===== config.mk =====
export PLATFORM = sky130hd
export DESIGN_NAME = cfc_front
export DESIGN_NICKNAME = d
export VERILOG_FILES = /design/src/hw/rtl/cfc_pkg.sv /design/src/hw/rtl/cfc_front.sv
export SDC_FILE = /design/constraint.sdc
export NUM_CORES = 1
export LEC_CHECK = 0
export ABC_AREA = 1
export BUFFER_PORTS_ARGS = -buffer_cell sky130_fd_sc_hd__buf_2
export CAP_MARGIN = 0
export CELL_PAD_IN_SITES_DETAIL_PLACEMENT = 0
export CELL_PAD_IN_SITES_GLOBAL_PLACEMENT = 2
export CORE_MARGIN = 2
export CORE_UTILIZATION = 29
export DETAILED_ROUTE_END_ITERATION = 8
export GPL_TIMING_DRIVEN = 1
export PLACE_DENSITY = 0.81
export REMOVE_ABC_BUFFERS = 1
export SYNTH_ARGS = -nofsm -noshare
export SYNTH_HDL_FRONTEND = slang
export SYNTH_SLANG_ARGS = --single-unit

===== constraint.sdc =====
create_clock -name clk -period 3.37 [get_ports clk]
set_input_delay 0.674 -clock clk [delete_from_list [all_inputs] [get_ports clk]]
set_output_delay 0.674 -clock clk [all_outputs]
set_load 0.01 [all_outputs]

===== src/hw/rtl/cfc_pkg.sv =====
`timescale 1ns / 1ps
`default_nettype none
// ----------------------------------------------------------------------------
// cfc_pkg: shared types and constants of the character frame buffer
// Cell store geometry, item codes, the command that travels from front to
// back, and the back-end state encoding.
// ----------------------------------------------------------------------------
package cfc_pkg;

  localparam int MAX_COLUMNS = 64;
  localparam int MAX_ROWS    = 32;
  localparam int COL_W       = $clog2(MAX_COLUMNS);
  localparam int ROW_W       = $clog2(MAX_ROWS);
  localparam int ADDR_W      = COL_W + ROW_W;
  localparam int CELL_COUNT  = MAX_COLUMNS * MAX_ROWS;

  localparam int SYM_W       = 16;
  localparam int POS_W       = 16;
  localparam int WIDTH_REG_W = 7;
  localparam int HEIGHT_REG_W = 6;
  localparam int CFG_IDX_W   = 2;
  localparam int CFG_DATA_W  = 7;

  localparam int QUEUE_DEPTH = 4;
  localparam int QPTR_W      = $clog2(QUEUE_DEPTH);
  localparam int QCNT_W      = QPTR_W + 1;

  localparam logic [SYM_W-1:0] SPACE_CODE = SYM_W'(16'h0020);

  localparam logic [WIDTH_REG_W-1:0]  WIDTH_RESET  = WIDTH_REG_W'(64);
  localparam logic [HEIGHT_REG_W-1:0] HEIGHT_RESET = HEIGHT_REG_W'(32);
  localparam logic [WIDTH_REG_W-1:0]  WIDTH_MAX    = WIDTH_REG_W'(MAX_COLUMNS);
  localparam logic [HEIGHT_REG_W-1:0] HEIGHT_MAX   = HEIGHT_REG_W'(MAX_ROWS);

  localparam logic [CFG_IDX_W-1:0] REG_WIDTH  = CFG_IDX_W'(0);
  localparam logic [CFG_IDX_W-1:0] REG_HEIGHT = CFG_IDX_W'(1);

  typedef enum logic [1:0] {
    OP_DRAW  = 2'd0,
    OP_CLEAR = 2'd1,
    OP_DUMP  = 2'd2,
    OP_NONE  = 2'd3
  } opcode_t;

  typedef enum logic [1:0] {
    DIR_UP    = 2'd0,
    DIR_DOWN  = 2'd1,
    DIR_LEFT  = 2'd2,
    DIR_RIGHT = 2'd3
  } dir_t;

  typedef enum logic [1:0] {
    CMD_WRITE,
    CMD_CLEAR,
    CMD_DUMP
  } cmd_kind_t;

  typedef struct packed {
    cmd_kind_t          kind;
    logic [ADDR_W-1:0]  addr;      // cell address, or row base for a dump
    logic [SYM_W-1:0]   data;
    logic [COL_W-1:0]   last_col;  // last column of a dump
  } cmd_t;

  typedef struct packed {
    logic init_busy;
  } back_status_t;

  typedef enum logic [1:0] {
    B_IDLE,
    B_CLEAR,
    B_DUMP
  } back_state_t;

endpackage
`default_nettype wire


===== src/hw/rtl/cfc_front.sv =====
`timescale 1ns / 1ps
`default_nettype none
// ----------------------------------------------------------------------------
// cfc_front: item decode, text cursor and clipping
// Holds the size registers and the cursor, clips draws against the area in
// use and turns each accepted item into at most one back-end command.
// ----------------------------------------------------------------------------
module cfc_front import cfc_pkg::*; (
  input  wire logic                  clk,
  input  wire logic                  rst,
  input  wire logic                  accept,
  input  wire logic [1:0]            opcode,
  input  wire logic                  start_run,
  input  wire logic [POS_W-1:0]      pos_x,
  input  wire logic [POS_W-1:0]      pos_y,
  input  wire logic [1:0]            direction,
  input  wire logic [SYM_W-1:0]      symbol,
  input  wire logic                  cfg_we,
  input  wire logic [CFG_IDX_W-1:0]  cfg_index,
  input  wire logic [CFG_DATA_W-1:0] cfg_data,
  output logic                       push,
  output cmd_t                       cmd
);

  logic [WIDTH_REG_W-1:0]  width_cells;
  logic [HEIGHT_REG_W-1:0] height_cells;
  logic [POS_W-1:0]        cursor_x, cursor_x_next;
  logic [POS_W-1:0]        cursor_y, cursor_y_next;
  logic [WIDTH_REG_W-1:0]  eff_w;
  logic [HEIGHT_REG_W-1:0] eff_h;
  logic [POS_W-1:0]        cur_x, cur_y;
  logic                    in_area;
  logic                    row_ok;

  always_ff @(posedge clk) begin
    if (rst) begin
      width_cells  <= WIDTH_RESET;
      height_cells <= HEIGHT_RESET;
      cursor_x     <= '0;
      cursor_y     <= '0;
    end else begin
      if (cfg_we && cfg_index == REG_WIDTH) begin
        width_cells <= cfg_data[WIDTH_REG_W-1:0];
      end
      if (cfg_we && cfg_index == REG_HEIGHT) begin
        height_cells <= cfg_data[HEIGHT_REG_W-1:0];
      end
      cursor_x <= cursor_x_next;
      cursor_y <= cursor_y_next;
    end
  end

  // out-of-range sizes saturate to 1..max
  always_comb begin
    if (width_cells == '0) begin
      eff_w = WIDTH_REG_W'(1);
    end else if (width_cells > WIDTH_MAX) begin
      eff_w = WIDTH_MAX;
    end else begin
      eff_w = width_cells;
    end
    if (height_cells == '0) begin
      eff_h = HEIGHT_REG_W'(1);
    end else if (height_cells > HEIGHT_MAX) begin
      eff_h = HEIGHT_MAX;
    end else begin
      eff_h = height_cells;
    end
  end

  assign cur_x   = start_run ? pos_x : cursor_x;
  assign cur_y   = start_run ? pos_y : cursor_y;
  assign in_area = (cur_x < POS_W'(eff_w)) && (cur_y < POS_W'(eff_h));
  assign row_ok  = pos_y < POS_W'(eff_h);

  always_comb begin
    cursor_x_next = cursor_x;
    cursor_y_next = cursor_y;
    push          = 1'b0;
    cmd.kind      = CMD_WRITE;
    cmd.addr      = {cur_y[ROW_W-1:0], cur_x[COL_W-1:0]};
    cmd.data      = symbol;
    cmd.last_col  = COL_W'(eff_w - WIDTH_REG_W'(1));
    if (accept) begin
      case (opcode_t'(opcode))
        OP_DRAW: begin
          push          = in_area;
          cursor_x_next = cur_x;
          cursor_y_next = cur_y;
          case (dir_t'(direction))
            DIR_UP:    cursor_y_next = cur_y - POS_W'(1);
            DIR_DOWN:  cursor_y_next = cur_y + POS_W'(1);
            DIR_LEFT:  cursor_x_next = cur_x - POS_W'(1);
            DIR_RIGHT: cursor_x_next = cur_x + POS_W'(1);
            default:   cursor_x_next = cur_x + POS_W'(1);
          endcase
        end
        OP_CLEAR: begin
          push     = 1'b1;
          cmd.kind = CMD_CLEAR;
        end
        OP_DUMP: begin
          push     = row_ok;
          cmd.kind = CMD_DUMP;
          cmd.addr = {pos_y[ROW_W-1:0], COL_W'(0)};
        end
        default: begin
          push = 1'b0;
        end
      endcase
    end
  end

endmodule
`default_nettype wire


==> impl_metrics.toml, run 1 <==
[outcome]
outcome = "completed"

[routing]
via_per_inst = 4.760
route.detailed.drc = 0
drtIter0Drc = 241
wirelength_um = 15690
antenna_left = 0
vias = 5184
wl_per_cell_um = 14.41
drt_pre_antenna_iters = 7

[min_path]
hp-class = "register to register"
min_to = "cursor_x[12]"
hold_path_depth = 2
hp-start = "cursor_x[12]"

[setup_path]
cp.depth = 16
r2r-start = "cursor_x[5]"
crit_chain = "clkbuf_4 -> inv_4 -> or2_2 -> o21ai_0 -> inv_1 -> ha_4 -> a21oi_2 -> nor2_1 -> nor2_1 -> nand2_1 -> nor2_2 -> nand2_1 -> nor2_1 -> nor2_1 -> nor2_1 -> buf_2"
critPathKind = "input port to output port"
crit_top_cell = "nor2_1"
worstPathMaxFanout = 6
r2r_slack_ps = 1150
start_kind = "input port"
worst-r2r-cell-count = 16
path_buf_inv = 4
endpoint_kind = "output port"
cpMaxStageDelayCell = "or2_2"
cpPeakStageDelay_ps = 270
cp.required_ps = 2700
r2r-end = "cursor_x[15]"
cpLargestDelayFamily = "simple AND/OR/NAND/NOR gates"
worstPathArrival_ps = 2450

[clock_tree]
cts_hold_buf = 0
h-tree-depth = 2
cts.sinks = 45
cts_max_path_buffers = 2
clk_latency_ps = 290
clk_pin_slew_ps = 70
cts_buffers = 5
cts_root_buf = "clkbuf_16"
cts_tree = "done"

[sta]
drv_slew = 0
period_share_pct = 92.79
fmax_ghz = 0.3198
max_slew_margin_pct = 26.34
setup_viol = 0
fin_skew_ps = 5.761
tightest_slew_ps = 1104
setup_tns_ps = 0
final_hold_viol_count = 0
rsz0062_at_grt = "false"
min_period_ps = 3127
holdWs_ps = 464.9

[global_routing]
grt_first_pass_wirelength_um = 25470
grt_start_max_net_pins = 36
grt_pass1_vias = 4850
grt_overflow = 0
track_usage_pct = 17.77
antenna_found_initial = 0

[synth]
synth-xor-area-share_pct = 3.063
yosysUniqueCellTypes = 37
synth_compound_area_share_pct = 19.54
synth-adder-area-share_pct = 12.15
ys_seq_area_share_pct = 18.53
syn_area_um2 = 4861
synth_cells = 818
synth-warning-count = 0
synth_seq_cells = 45
yosys.area_share.simple_pct = 34.03
muxShareOfSynthArea_pct = 0
syn_avg_cell_area_um2 = 5.942
synth_top_family_by_area = "simple AND/OR/NAND/NOR gates"

[die]
die_x_um = 133.5
rows = 47
initial_utilization_pct = 29.52
core_um2 = 16470
die_area_um2 = 17810
pin_count = 102
die_h_um = 133.5

[layout]
drive_above_1_share_pct = 14.04
syn2layout_area_growth_pct = 14.85
nets = 980
fillers = 1899
fin_cells = 1089
n_antenna_cell = 0

[power]
p_leak_nw = 2.864
total_power_mw = 1.923
vdd_drop_max_uv = 194.5
pwr_density_cell_nw_per_um2 = 344.4

[placement]
io_buffers = 69
dp_hpwl_um = 11990
gp_congestion = 0.8263
placed_cells = 1078

[run]
drv_cap = 0
## worst max path at each step
stage	from	end	slack (ps)
after floorplan	direction[1]	cursor_y[14]	270
after global placement	start_run	push	120
after detailed placement	start_run	push	120
after CTS	start_run	push	100
after global routing	start_run	push	3
final	start_run	push	240
## metrics by stage
stage / setup WS [ps] / area [um2] / utilization, %
after floorplan: 272.2 / 4604 / -
after global placement: 121.8 / 5340 / 32.43
after detailed placement: 118.8 / 5340 / 32.43
after CTS: 104.2 / 5517 / 33.50
after global routing: 3.303 / 5583 / 33.91
final: 243.0 / 5583 / 33.91
## final cells by class
class	count	area (um2)	share of cell area [%]
multi-input combinational	636	3364	60.26
sequential	45	900.9	16.14
timing repair buffer	84	503.0	9.009
inverter	96	362.8	6.499
tap	220	275.3	4.931
clock buffer	6	138.9	2.488
clock inverter	2	37.54	0.6723
## cell families after synthesis
kind of cell / count (synthesis)
and+or+nand+nor: 402
buffers and inverters: 137
xor gates and xnor gates: 17
adders and majority gates: 46
AOI/OAI and AO/OA: 171
DFF: 45
## per-layer routing
metal / track usage [%] / routed length, um
met1: 25.08 / 7913
met3: 3.272 / 751
met4: 2.955 / 80
met5: 0 / 0
met2: 28.69 / 6943
## state kept, by name (all words and copies together), names as in the netlist
register      flops
width_cells       7
height_cells      6
cursor_y         16
cursor_x         16
## what timing repair did
action	CTS	global route
buffers inserted	0	2
gates resized for setup	0	7
setup endpoints to repair	0	1
## where the power goes
group	internal (mW)	switching, mW
logic	0.275	0.472
registers	0.557	0.0137
clock network	0.371	0.234
total	1.20	0.720
## cells in the final DEF (no fill, tap or decap), types with 3 or more instances in the layout
master / Yosys / routed
o21ai_2: 6 / 6
nand4_1: 5 / 5
o211ai_1: 8 / 8
xor2_1: 14 / 14
nor2_1: 80 / 79
dfxtp_1: 45 / 45
buf_2: 1 / 68
o21ai_1: 12 / 13
and2_1: 3 / 3
a21oi_1: 75 / 74
nand2_1: 242 / 241
ha_1: 44 / 43
o21ai_0: 50 / 49
or2_2: 8 / 8
nand3_1: 42 / 42
a21o_1: 3 / 3
buf_4: 17 / 12
clkbuf_16: 0 / 6
xnor2_1: 3 / 3
nand2_2: 10 / 11
inv_1: 94 / 94
o21bai_1: 13 / 13
nor3_1: 5 / 5
## synthesized netlist by cell type
cell type,n,area share (%)
nor4_1,2,0.26
o21ai_2,6,1.1
nand3_1,42,4.3
o21ai_1,12,1.2
nand2_1,242,19
or2_2,8,1.0
xor2_1,14,2.5
nand2_2,10,1.3
clkinv_1,1,0.077
nor2_2,1,0.13
and2_1,3,0.39
ha_1,44,11
nor3_1,5,0.51
and3_1,1,0.13
xnor2_1,3,0.54
inv_1,94,7.3
o211ai_1,8,1.2
a2111oi_0,1,0.18
a31oi_1,1,0.13
nor3b_1,1,0.15
nand4_1,5,0.64
a21boi_0,1,0.15
a21o_1,3,0.46
fa_1,2,0.82
inv_2,1,0.077
nand3b_1,2,0.31
nor2_1,80,6.2
a21oi_1,75,7.7
buf_2,1,0.10
o311ai_0,1,0.18
buf_4,17,2.6
buf_6,5,1.2
o21bai_1,13,2.0
o21ai_0,50,5.1
buf_1,1,0.077
clkbuf_1,17,1.3
dfxtp_1,45,19
## worst min-delay path, delay by kind of cell (launching register included)
family	cells	cell delay [ps]
flops	1	310
simple gates	1	60
compound gates	1	50
Power figures use the tool's default switching activity.
==> inputs of run 2 (changes only) <==
--- a/config.mk
+++ b/config.mk
@@ -11,10 +11,10 @@
 export CELL_PAD_IN_SITES_DETAIL_PLACEMENT = 0
 export CELL_PAD_IN_SITES_GLOBAL_PLACEMENT = 2
 export CORE_MARGIN = 2
-export CORE_UTILIZATION = 29
+export CORE_UTILIZATION = 31
 export DETAILED_ROUTE_END_ITERATION = 8
 export GPL_TIMING_DRIVEN = 1
-export PLACE_DENSITY = 0.81
+export PLACE_DENSITY = 0.86
 export REMOVE_ABC_BUFFERS = 1
 export SYNTH_ARGS = -nofsm -noshare
 export SYNTH_HDL_FRONTEND = slang
==> constraint.sdc (replaced) <==
create_clock -name clk -period 4 [get_ports clk]
set_input_delay 0.8 -clock clk [delete_from_list [all_inputs] [get_ports clk]]
set_output_delay 0.8 -clock clk [all_outputs]
set_load 0.01 [all_outputs]
==> run 2 against run 1 <==
- flip-flop and latch count unchanged
- clock skew about the same
- setup slack improved by 190 ps
- design area decreased by 2.7%
- largest cell class unchanged
==> impl_metrics.toml, run 2 (synthesized netlist as in run 1, its figures left out) <==
[setup_path]
critPathKind = "input port to output port"
crit_top_cell = "nor2_1"
worstPathArrival_ps = 2760
cpMaxStageDelayCell = "ha_1"
worst-r2r-cell-count = 9
r2r-end = "cursor_x[14]"
endpoint_kind = "output port"
crit_chain = "buf_2 -> inv_2 -> or2_2 -> o21ai_0 -> inv_1 -> ha_1 -> a21oi_1 -> nor2_1 -> nor2_1 -> nand2_1 -> nor2_1 -> nand2_1 -> nor2_1 -> nor2_1 -> nor2_1 -> buf_2"
start_kind = "input port"
r2r_slack_ps = 1770
r2r-start = "cursor_x[3]"
worstPathMaxFanout = 11
cp.required_ps = 3200
cpPeakStageDelay_ps = 300

[layout]
nets = 974
n_antenna_cell = 0
fin_cells = 1074
drive_above_1_share_pct = 12.98
reg_top3 = "cursor_x (16), cursor_y (16), width_cells (7)"
finish.utilization_pct = 35.61
final_common_cell = "nand2_1"
syn2layout_area_growth_pct = 11.79
layout_common_cells = "242 x nand2_1, 94 x inv_1, 80 x nor2_1"

[clock_tree]
post_cts_resized = 0
cts.sinks = 45
cts_hold_buf = 0
cts_root_buf = "clkbuf_16"
cts_max_path_buffers = 2
cts_tree = "done"
clk_latency_ps = 290
post-cts-setup-buffers = 0
h-tree-depth = 2
clk_pin_slew_ps = 60
cts_buffers = 5

[die]
core_um2 = 15260
pin_count = 102
die_x_um = 129.2
die_h_um = 129.2
initial_utilization_pct = 31.86
rows = 45
die_area_um2 = 16700

[min_path]
hp-start = "cursor_x[13]"
hold_path_depth = 2
min_to = "cursor_x[13]"
hp-class = "register to register"

[sta]
min_period_ps = 3565
period_share_pct = 89.11
setup_tns_ps = 0
tightest_slew_ps = 1101
final_hold_viol_count = 0
fin_skew_ps = 5.359
max_slew_margin_pct = 26.52
setup_slack_ps = 435.5
fmax_ghz = 0.2805
setup_viol = 0
rsz0062_at_grt = "false"
drv_slew = 0

[routing]
wl_per_cell_um = 14.30
vias = 5164
drtIter0Drc = 307
wirelength_um = 15360
via_per_inst = 4.808
route.detailed.drc = 0
antenna_left = 0
drt_pre_antenna_iters = 5

[placement]
dp_slack_ps = 429.1
io_buffers = 69
dp_hpwl_um = 11870
placed_cells = 1066
gp_congestion = 0.8760

[power]
pwr_density_cell_nw_per_um2 = 282.3
p_leak_nw = 2.811
vdd_drop_max_uv = 194.0

[global_routing]
grt_first_pass_wirelength_um = 24690
track_usage_pct = 18.49
grt_pass1_vias = 4798
grt_start_max_net_pins = 35
antenna_found_initial = 0
grt_overflow = 0

[run]
drv_cap = 0

[outcome]
outcome = "completed"
==> run 2: cell type report <==
class                   count  area, um2
fillers                  1752       9824
multi-input cells         636       3343
flip-flops and latches     45      900.9
repair buffers             78      412.9
inverters                  96      360.3
well taps                 211      264.0
clock buffers               6      138.9
clock inverters             2      13.76
==> run 2: stage by stage <==
stage / hold WS [ps] / total power, mW / instance area, um2
6_report: 462.2 / 1.534 / 5434
4_1_cts: 464.3 / 1.545 / 5434
2_1_floorplan: 434.6 / 0.9124 / 4604
3_3_place_gp: 453.2 / 1.107 / 5281
5_1_grt: 481.8 / 1.649 / 5434
3_5_place_dp: 454.3 / 1.102 / 5281
==> run 2: worst max-delay path by stage <==
| stage | end | slack (ps) | start | depth (start not counted) |
|---|---|---|---|---|
| after CTS | push | 430 | start_run | 16 |
| after global routing | push | 210 | start_run | 16 |
| after global placement | push | 410 | start_run | 16 |
| after detailed placement | push | 430 | start_run | 16 |
| after floorplan | push | 720 | start_run | 14 |
| final | push | 440 | start_run | 16 |
==> run 2: routing by layer <==
metal	global-route usage (%)	up-vias	share of wire, %
li1	-	2730	-
met1	26.87	2309	52
met2	29.20	116	43
met3	3.468	9	4.6
met4	2.366	0	0.70
met5	0	-	0
==> run 2: critical path: cells and delay by family <==
family / cells / cell delay [ps]
buffers and inverters: 4 / 590
and+or+nand+nor: 9 / 840
AOI/OAI and AO/OA: 2 / 230
adders and majority gates: 1 / 300
==> run 2: power breakdown <==
group	internal [mW]	total [mW]	switching, mW
combinational	0.219	0.614	0.394
clock	0.249	0.440	0.191
sequential	0.469	0.481	0.0116
