===== src/hw/rtl/cfc_pkg.sv =====
`timescale 1ns / 1ps
`default_nettype none
// ----------------------------------------------------------------------------
// cfc_pkg: shared types and constants of the character frame buffer
// Cell store geometry, item codes, the command that travels from front to
// back, and the back-end state encoding.
// ----------------------------------------------------------------------------
package cfc_pkg;

  localparam int MAX_COLUMNS = 64;
  localparam int MAX_ROWS    = 32;
  localparam int COL_W       = $clog2(MAX_COLUMNS);
  localparam int ROW_W       = $clog2(MAX_ROWS);
  localparam int ADDR_W      = COL_W + ROW_W;
  localparam int CELL_COUNT  = MAX_COLUMNS * MAX_ROWS;

  localparam int SYM_W       = 16;
  localparam int POS_W       = 16;
  localparam int WIDTH_REG_W = 7;
  localparam int HEIGHT_REG_W = 6;
  localparam int CFG_IDX_W   = 2;
  localparam int CFG_DATA_W  = 7;

  localparam int QUEUE_DEPTH = 4;
  localparam int QPTR_W      = $clog2(QUEUE_DEPTH);
  localparam int QCNT_W      = QPTR_W + 1;

  localparam logic [SYM_W-1:0] SPACE_CODE = SYM_W'(16'h0020);

  localparam logic [WIDTH_REG_W-1:0]  WIDTH_RESET  = WIDTH_REG_W'(64);
  localparam logic [HEIGHT_REG_W-1:0] HEIGHT_RESET = HEIGHT_REG_W'(32);
  localparam logic [WIDTH_REG_W-1:0]  WIDTH_MAX    = WIDTH_REG_W'(MAX_COLUMNS);
  localparam logic [HEIGHT_REG_W-1:0] HEIGHT_MAX   = HEIGHT_REG_W'(MAX_ROWS);

  localparam logic [CFG_IDX_W-1:0] REG_WIDTH  = CFG_IDX_W'(0);
  localparam logic [CFG_IDX_W-1:0] REG_HEIGHT = CFG_IDX_W'(1);

  typedef enum logic [1:0] {
    OP_DRAW  = 2'd0,
    OP_CLEAR = 2'd1,
    OP_DUMP  = 2'd2,
    OP_NONE  = 2'd3
  } opcode_t;

  typedef enum logic [1:0] {
    DIR_UP    = 2'd0,
    DIR_DOWN  = 2'd1,
    DIR_LEFT  = 2'd2,
    DIR_RIGHT = 2'd3
  } dir_t;

  typedef enum logic [1:0] {
    CMD_WRITE,
    CMD_CLEAR,
    CMD_DUMP
  } cmd_kind_t;

  typedef struct packed {
    cmd_kind_t          kind;
    logic [ADDR_W-1:0]  addr;      // cell address, or row base for a dump
    logic [SYM_W-1:0]   data;
    logic [COL_W-1:0]   last_col;  // last column of a dump
  } cmd_t;

  typedef struct packed {
    logic init_busy;
  } back_status_t;

  typedef enum logic [1:0] {
    B_IDLE,
    B_CLEAR,
    B_DUMP
  } back_state_t;

endpackage
`default_nettype wire


===== src/hw/rtl/cfc_queue.sv =====
`timescale 1ns / 1ps
`default_nettype none
// ----------------------------------------------------------------------------
// cfc_queue: command queue between front and back
// Small register FIFO; push and pop may happen in the same cycle.
// ----------------------------------------------------------------------------
module cfc_queue import cfc_pkg::*; (
  input  wire logic clk,
  input  wire logic rst,
  input  wire logic push,
  input  cmd_t      push_cmd,
  input  wire logic pop,
  output logic      valid,
  output cmd_t      head,
  output logic      full
);

  cmd_t              slots [QUEUE_DEPTH];
  logic [QPTR_W-1:0] wr_ptr, rd_ptr;
  logic [QCNT_W-1:0] count;
  logic              do_pop;

  assign valid  = count != '0;
  assign full   = count == QCNT_W'(QUEUE_DEPTH);
  assign head   = slots[rd_ptr];
  assign do_pop = pop && valid;

  always_ff @(posedge clk) begin
    if (push) begin
      slots[wr_ptr] <= push_cmd;
    end
  end

  always_ff @(posedge clk) begin
    if (rst) begin
      wr_ptr <= '0;
      rd_ptr <= '0;
      count  <= '0;
    end else begin
      if (push) begin
        wr_ptr <= wr_ptr + QPTR_W'(1);
      end
      if (do_pop) begin
        rd_ptr <= rd_ptr + QPTR_W'(1);
      end
      if (push && !do_pop) begin
        count <= count + QCNT_W'(1);
      end else if (do_pop && !push) begin
        count <= count - QCNT_W'(1);
      end
    end
  end

endmodule
`default_nettype wire


===== config.mk =====
export PLATFORM = sky130hd
export DESIGN_NAME = cfc_queue
export DESIGN_NICKNAME = d
export VERILOG_FILES = /design/src/hw/rtl/cfc_pkg.sv /design/src/hw/rtl/cfc_queue.sv
export SDC_FILE = /design/constraint.sdc
export NUM_CORES = 1
export LEC_CHECK = 0
export ABC_AREA = 1
export BUFFER_PORTS_ARGS = -buffer_cell sky130_fd_sc_hd__buf_4
export CORE_MARGIN = 5
export CORE_UTILIZATION = 45
export DETAILED_ROUTE_END_ITERATION = 7
export HOLD_SLACK_MARGIN = 0.08
export PLACE_DENSITY = 0.7
export SYNTH_ARGS = -nofsm -noshare
export SYNTH_HDL_FRONTEND = slang
export SYNTH_SLANG_ARGS = --single-unit

===== constraint.sdc =====
create_clock -name clk -period 2.4 [get_ports clk]
set_input_delay 0.36 -clock clk [delete_from_list [all_inputs] [get_ports clk]]
set_output_delay 0.36 -clock clk [all_outputs]
set_load 0.02 [all_outputs]

==> results by stage, run 1 <==
Synth:
- The number of nets in the synthesized netlist is 446.
- For this run, the leading register cell type out of synthesis is sky130_fd_sc_hd__edfxtp_1.
- By count the netlist is led by sky130_fd_sc_hd__edfxtp_1 (140), sky130_fd_sc_hd__nor2_1 (76), sky130_fd_sc_hd__o21ai_0 (52), sky130_fd_sc_hd__o22ai_1 (35), sky130_fd_sc_hd__o21ai_1 (21).
- The mean cell area of the mapped netlist is 14.1 sq um.
- The post-synthesis instance total is 401.
- Summing the sequential cell areas from Yosys gives 77.7% of the chip area.
- The Yosys step of the flow raised 0 warnings.
- The proportion of netlist area held by the largest area contributor is 74.5%.
- The post-synth design cell area is 0.00564 sq mm.
- The number of distinct library cell variants in the gate-level netlist after synthesis is 19.
- The most used standard cell by instance count after synthesis is sky130_fd_sc_hd__edfxtp_1.
- Sorting the synthesized cells by area gives the leading types as sky130_fd_sc_hd__edfxtp_1 (75%), sky130_fd_sc_hd__nor2_1 (5.1%), sky130_fd_sc_hd__o21ai_0 (4.6%), sky130_fd_sc_hd__o22ai_1 (3.9%), sky130_fd_sc_hd__dfxtp_1 (3.2%).
- The number of flops mapped to enable cells by yosys is 140.
- The synthesized design contains 149 register bits.
- The async set or reset register ratio after synthesis is 0%.
- sky130_fd_sc_hd__edfxtp_1 takes more of the synthesized area than any other cell.

Floorplanning:
- The initial utilization of the core area, before any placement, comes to 46.4%.
- The die boundary height is 122 um.
- The number of top-level pins is 76.
- The standard cell core area is 0.0122 sq mm.
- The floorplan step defined a die boundary enclosing 0.0149 sq mm.
- The floorplan has 40 rows.
- The width of the chip is 122 um.

Placed design:
- The worst setup slack before clock tree synthesis is 0.484 ns.
- The number of port buffers is 75.
- The wire-length estimate of the detail-placed layout is 6700 um.
- The final weighted congestion in routability-driven placement is 0.736.
- Counting tap cells, the placed design contains a total of 630 instances.

GRT:
- The wire length of the first global-routing pass is 17700 um.
- For this run the aggregate overflow at the end of global routing stands at 0.
- The initial antenna violation count came to 0.
- The number of global-route vias before repair is 3419.
- Global routing used 15.9% of the available tracks.
- Entering global routing, the biggest net connects 55 pins.

Detailed routing:
- Dividing the detail-routed via count by the number of cells gives 5.18.
- The post-detailed-routing wire length is 11200 um.
- The first detailed-routing pass took 4 iterations.
- The count of antenna-violating nets left after detailed routing is 0.
- The total via count in the routed design is 3410.
- The violation count after the first detailed-routing iteration is 218.
- In the final routed layout, each cell accounts on average for 17.1 um.
- The DRC violation count after routing is 0.

CTS:
- The depth of the CTS H-tree is 4.
- TritonCTS built the clock tree.
- The clock insertion delay at the later pin of the skew report is 0.41 ns.
- The cell sitting at the root of the clock tree is a sky130_fd_sc_hd__clkbuf_16.
- Clock-pin slew was measured on the worst setup and hold paths at 0.05 ns.
- CTS saw 149 sinks.
- The worst-case clock buffer depth is 2.
- The number of clock buffers added by TritonCTS is 17.

Power:
- Power comes to 0.00718 W.
- The combinational group share of total power is 25.3%.
- The highest ir drop seen on vdd is 0.866 mV.
- The net switching share of the total power is 29.5%.
- The internal power of the cells is 0.00506 W.
- The leakage power figure is 2.47 nW.
- Of the total power, the clock network draws 31.7%.
- The switching power summed over all nets is 0.00212 W.
- The portion of total power attributed to sequential cells is 43.0%.
- For this design the ratio of total power to cell area is 1040 mW/mm^2.

Timing:
- For the finished layout, the period the worst path requires is 2.25 ns.
- The achievable frequency is 445 MHz.
- The total of endpoints with negative setup slack in the final report is 0.
- The transition time at the pin with the least slew margin is 0.724 ns.
- The number of pins with negative max-slew slack in the final report is 0.
- For the final routed database, the setup TNS stands at 0 ns.
- The post-route worst setup slack is 0.153 ns.
- Headroom to the max-slew limit came out at 51.4%.
- The hold violation count in the final report is 0.
- Setup repair after global routing left no endpoint under its margin.
- The worst-case clock skew is 0.00913 ns.
- After layout, the worst path uses 93.6% of the clock period.

Critical path:
- For the worst setup path, the data arrival time is 1.89 ns.
- The worst-case reg-to-reg path depth is 5.
- STA puts the critical path data required time at 2.04 ns.
- The worst setup path is launched from a register.
- The worst setup path is captured at an output port.
- Along the worst path, the maximum fanout reaches 54.
- By startpoint and endpoint, the worst setup path is classified as register to output port.

Finish:
- The count of placed standard cells in the final layout, fillers left out is 658.
- The core occupancy in the finished layout is 56.9%.
- For this run, the post-layout net count is 526.
- The fraction of final layout cells sized beyond drive strength 1 is 21.8%.
- The footprint of the multi-input gates is 0.00106 sq mm.
- Across the whole layout, storage elements account for 0.00439 sq mm.
- The repair_antennas step left the layout with diodes totalling 0.
- Compared with the post-synthesis result, the final layout area differs by 22.6%.
- After filler insertion, the fill cell instance count of the layout stands at 982.

Min path:
- Along the worst hold path, the cell count comes to 2.
- The class of the tightest hold or removal check is input port to register.

Job:
- The max-capacitance violation count is 0.

Outcome:
- The run finished with clean final reports.
## layout by cell type, fill, tap and decap left out, drive strengths merged, types with 3 or more instances in the layout
master and count:
nor2 76, dfxtp 9, a21oi 5, ha 5
clkbuf 20, nand2 15, edfxtp 140, buf 82
nand3 3, o21ai 73, o22ai 35, clkinv 10
inv 12
## final timing paths
kind / endpoint / startpoint / slack (ns)
setup / recovery: head[30] / register / 0.15
hold / removal: register / rst / 0.14
setup reg to reg: slots[0][6] / wr_ptr[0] / 0.50
hold reg to reg: register / rd_ptr[0] / 0.51
## stage by stage
stage | hold WS [ns] | area [sq um]
2_1_floorplan | 0.429 | 5640
3_3_place_gp | 0.487 | 6410
3_5_place_dp | 0.506 | 6410
4_1_cts | 0.119 | 6910
5_1_grt | 0.125 | 6910
6_report | 0.136 | 6910
## registers in the layout, indices dropped and copies added (netlist names), named ones only
| name | count |
|---|---|
| rd_ptr | 2 |
| slots | 140 |
| count | 3 |
| wr_ptr | 2 |
## logic make-up after synthesis
logic type,count (synthesis),synth area share (%)
fa+ha+maj,6,1.46
buf+inv,37,3.44
compound gates,113,10.8
xor+xnor,1,0.155
simple gates,95,6.41
flops,149,77.7
## critical path: stages (launching register included)
cell and delay [ns]:
sky130_fd_sc_hd__dfxtp_2 0.59, sky130_fd_sc_hd__buf_12 0.30, sky130_fd_sc_hd__o21ai_0 0.13, sky130_fd_sc_hd__o22ai_1 0.26
sky130_fd_sc_hd__buf_4 0.20
## routing by layer
layer  vias up  wire (um)  global-route usage [%]
met5         -          0                       0
met4         0        104                    5.74
met3         9        715                    5.43
met2        97       5720                    26.4
met1      1662       4690                    19.4
li1       1642          -                       -
## layout make-up
type / instances / share of cell area, %
clock buffers: 20 / 6.32
clock inverters: 8 / 0.923
inverters: 16 / 0.941
multi-input cells: 215 / 15.4
flip-flops and latches: 149 / 63.4
well taps: 168 / 3.04
repair buffers: 82 / 9.99
## power by group through the flow
stage          logic [W]  clock network [W]  registers, W
4_1_cts          0.00185            0.00232       0.00309
6_report         0.00182            0.00227       0.00309
3_3_place_gp     0.00181                  0       0.00313
5_1_grt          0.00199            0.00243       0.00310
3_5_place_dp     0.00184                  0       0.00314
2_1_floorplan    0.00115                  0       0.00310
## what timing repair did
item,CTS,global route
setup buffers,0,0
hold buffers,0,0
setup endpoints to repair,0,2
gates resized for setup,0,1
Note: power is estimated with default switching activity, not from simulation.
==> run 2, diff against run 1 <==
--- a/config.mk
+++ b/config.mk
@@ -10,4 +10,5 @@
 export CORE_MARGIN = 5
 export CORE_UTILIZATION = 45
+export CTS_CLUSTER_DIAMETER = 200
 export DETAILED_ROUTE_END_ITERATION = 7
 export HOLD_SLACK_MARGIN = 0.08
==> constraint.sdc (replaced) <==
create_clock -name clk -period 2.75 [get_ports clk]
set_input_delay 0.6875 -clock clk [delete_from_list [all_inputs] [get_ports clk]]
set_output_delay 0.6875 -clock clk [all_outputs]
set_load 0.02 [all_outputs]
==> results by stage, run 2 (synthesis gave the netlist of run 1 again) <==
Outcome:
- The flow ran to the end, and the final reports show no timing, DRC or antenna violations.

Power:
- The power per cell area came to 936 mW/mm^2 (-9.8%).
- The highest ir drop seen on vdd came to 0.719 mV (-17%).
- The leakage power figure is 2.50 nW (+1.4%).
- The total power of the final layout came to 0.00655 W (-8.8%).

Min path:
- The number of cells traversed by the worst hold path came to 2 (unchanged).
- The class of the tightest hold or removal check is input port to register.

Finish:
- The fraction of final layout cells sized beyond drive strength 1 is 23.4% (+1.6 points).
- The register with the most flip-flops in the final layout is slots.
- Relative to the synthesized area, the layout overhead comes to 24.0%.
- The number of flip-flops under the largest register name is 140 (unchanged).
- In the layout the commonest cells are sky130_fd_sc_hd__edfxtp_1 (140), sky130_fd_sc_hd__buf_4 (80), sky130_fd_sc_hd__nor2_1 (76), sky130_fd_sc_hd__o21ai_0 (52), sky130_fd_sc_hd__o22ai_1 (35).
- The library cell used most frequently in the layout, excluding fill and tap cells, is sky130_fd_sc_hd__edfxtp_1.
- The number of inserted diodes is 0 (unchanged).
- In the final layout, the registers with the most flip-flops are slots: 140 flops, count: 3 flops.
- The core occupancy in the finished layout is 57.5% (+0.67 points).
- The final net count came to 528 (+0.38%).

CTS:
- The clock insertion delay at the later pin of the skew report was 0.41 ns (about the same).
- The CTS tree is yes.
- The number of clock buffers inserted by TritonCTS is 17 (unchanged).
- The register clock-pin slew on the reported worst setup and hold paths is 0.06 ns (about the same).
- The post-CTS setup-driven buffer insertion count is 0 (unchanged).
- The number of clock sinks seen by CTS came to 149 (unchanged).
- The worst-case clock buffer depth is 2 (unchanged).
- The depth of the CTS H-tree came to 4 (unchanged).
- The count of hold-fix buffers inserted at cts is 0 (unchanged).
- The root buffer selected by CTS is sky130_fd_sc_hd__clkbuf_16.

Critical path:
- The signal on the critical path passes through inv_6 > buf_4 > o21ai_0 > o22ai_1 > buf_4.
- The kind of end point of the critical path is an output port.
- The worst setup path category is register to output port.
- The maximum cell stage delay along the critical path came to 0.42 ns (-0.17 ns).
- The arrival time of data at the critical path endpoint is 1.90 ns (about the same).
- The largest fanout on the critical path is 36 (-33%).
- The largest individual stage delay along the critical path comes from the cell sky130_fd_sc_hd__dfxtp_4.
- The data required time at the worst endpoint is 2.06 ns (+0.02 ns).
- The most used cell along the critical path is sky130_fd_sc_hd__buf_4.
- The element type at the critical path start is a register.
- The worst-case reg-to-reg path depth is 5 (unchanged).

Timing:
- Setup repair after global routing left no endpoint under its margin.
- The final-layout setup total negative slack is 0 ns (unchanged).
- The hold violation count in the final report is 0 (unchanged).
- Dividing the final minimum period by the clock period gives 94.0%.
- After layout, the minimum clock period comes to 2.58 ns.
- The number of pins with negative max-slew slack in the final report came to 0 (unchanged).
- The worst-case clock skew was 0.00955 ns (+0.000422 ns).
- Static timing analysis puts the maximum clock frequency at 387 MHz.
- The tightest hold margin was 0.464 ns (+0.329 ns).
- The worst-case headroom to the max-slew limit is 50.2% (-1.2 points).
- The post-route worst setup slack is 0.165 ns (+0.0122 ns).
- The total of endpoints with negative setup slack in the final report is 0 (unchanged).
- The transition time at the pin with the least slew margin is 0.742 ns (+0.0174 ns).

Placed design:
- The HPWL after detailed placement was 6730 um (+0.35%).
- The final weighted congestion in routability-driven placement is 0.739 (+0.49%).
- The number of port buffers was 75 (unchanged).
- The worst setup slack before clock tree synthesis is 0.471 ns (-0.0133 ns).

Floorplanning:
- The width of the chip came to 122 um (unchanged).
- The standard cell core area was 0.0122 sq mm (unchanged).
- The initial standard-cell utilization of the core is 46.4% (unchanged).
- The number of top-level pins was 76 (unchanged).
- The floorplan die area is 0.0149 sq mm (unchanged).
- The number of rows created at floorplan is 40 (unchanged).
- The die boundary height came to 122 um (unchanged).

Detailed routing:
- The routed via count divided by cell count is 5.16 (-0.35%).
- The post-detailed-routing wire length is 11400 um (+1.1%).
- The DRC violation count after routing came to 0 (unchanged).
- The violation count after the first detailed-routing iteration is 396 (+82%).
- The total iterations of the first detailed-routing run is 4 (unchanged).
- The total via count in the routed design is 3429 (+0.56%).
- The final routed wire length divided by cell count came to 17.1 um (+0.20%).
- The count of antenna-violating nets left after detailed routing is 0 (unchanged).

GRT:
- The wire length of the first global-routing pass is 17600 um (-0.12%).
- The largest net degree at the start of global routing is 37 (-33%).
- The met2 capacity usage during global routing came to 27.1% (+0.73 points).
- The global-route track usage on met3 is 6.04% (+0.60 points).
- The global routing met1 resource utilization was 18.5% (-0.89 points).
- The overall overflow remaining after global route is 0 (unchanged).
- met2 is the most crowded layer.
- The initial antenna violation count is 0 (unchanged).
- The number of global-route vias before repair came to 3424 (+0.15%).
- The total track usage is 16.0% (+0.11 points).

Job:
- The max-capacitance violation count is 0 (unchanged).
-- run 2: final cells by class --
| class | count | area [sq um] |
|---|---|---|
| clock buffer | 17 | 425 |
| clock inverter | 15 | 164 |
| fill | 988 | 5170 |
| inverter | 16 | 65.1 |
| multi-input combinational | 215 | 1060 |
| sequential | 149 | 4390 |
| tap | 168 | 210 |
| timing repair buffer | 84 | 681 |
-- run 2: worst paths after layout --
kind                            startpoint          end  slack (ns)
worst max-delay path              register     head[33]        0.17
worst min-delay path                   rst     register        0.46
worst max register to register   wr_ptr[0]  slots[0][9]        0.76
worst min register to register   rd_ptr[0]     register        0.51
-- run 2: worst max-delay path, delay by kind of cell (launching register included) --
kind            cells  cell delay (ns)
flops               1             0.42
compound gates      2             0.34
buf+inv             3             0.71
-- run 2: where the power goes --
part	internal [W]	total, W	switching (W)
Combinational	0.000584	0.00158	0.000998
Clock	0.00141	0.00227	0.000860
Sequential	0.00262	0.00269	0.0000761
Total	0.00461	0.00655	0.00193
-- run 2: metal layers --
| layer | vias up | part of all wire, % |
|---|---|---|
| met4 | 0 | 1.1 |
| met3 | 11 | 7.0 |
| met1 | 1669 | 40 |
| met2 | 101 | 52 |
| met5 | - | 0 |
| li1 | 1648 | - |
-- run 2: metrics by stage --
step,std cells,area [sq um]
2_1_floorplan,401,5640
3_3_place_gp,632,6400
3_5_place_dp,632,6400
4_1_cts,664,6990
5_1_grt,664,7000
6_report,664,7000
-- run 2: timing repair --
action	CTS	global route
cloned	0	0
setup endpoints to repair	2	14
gates resized for setup	1	1
pin swaps	0	0
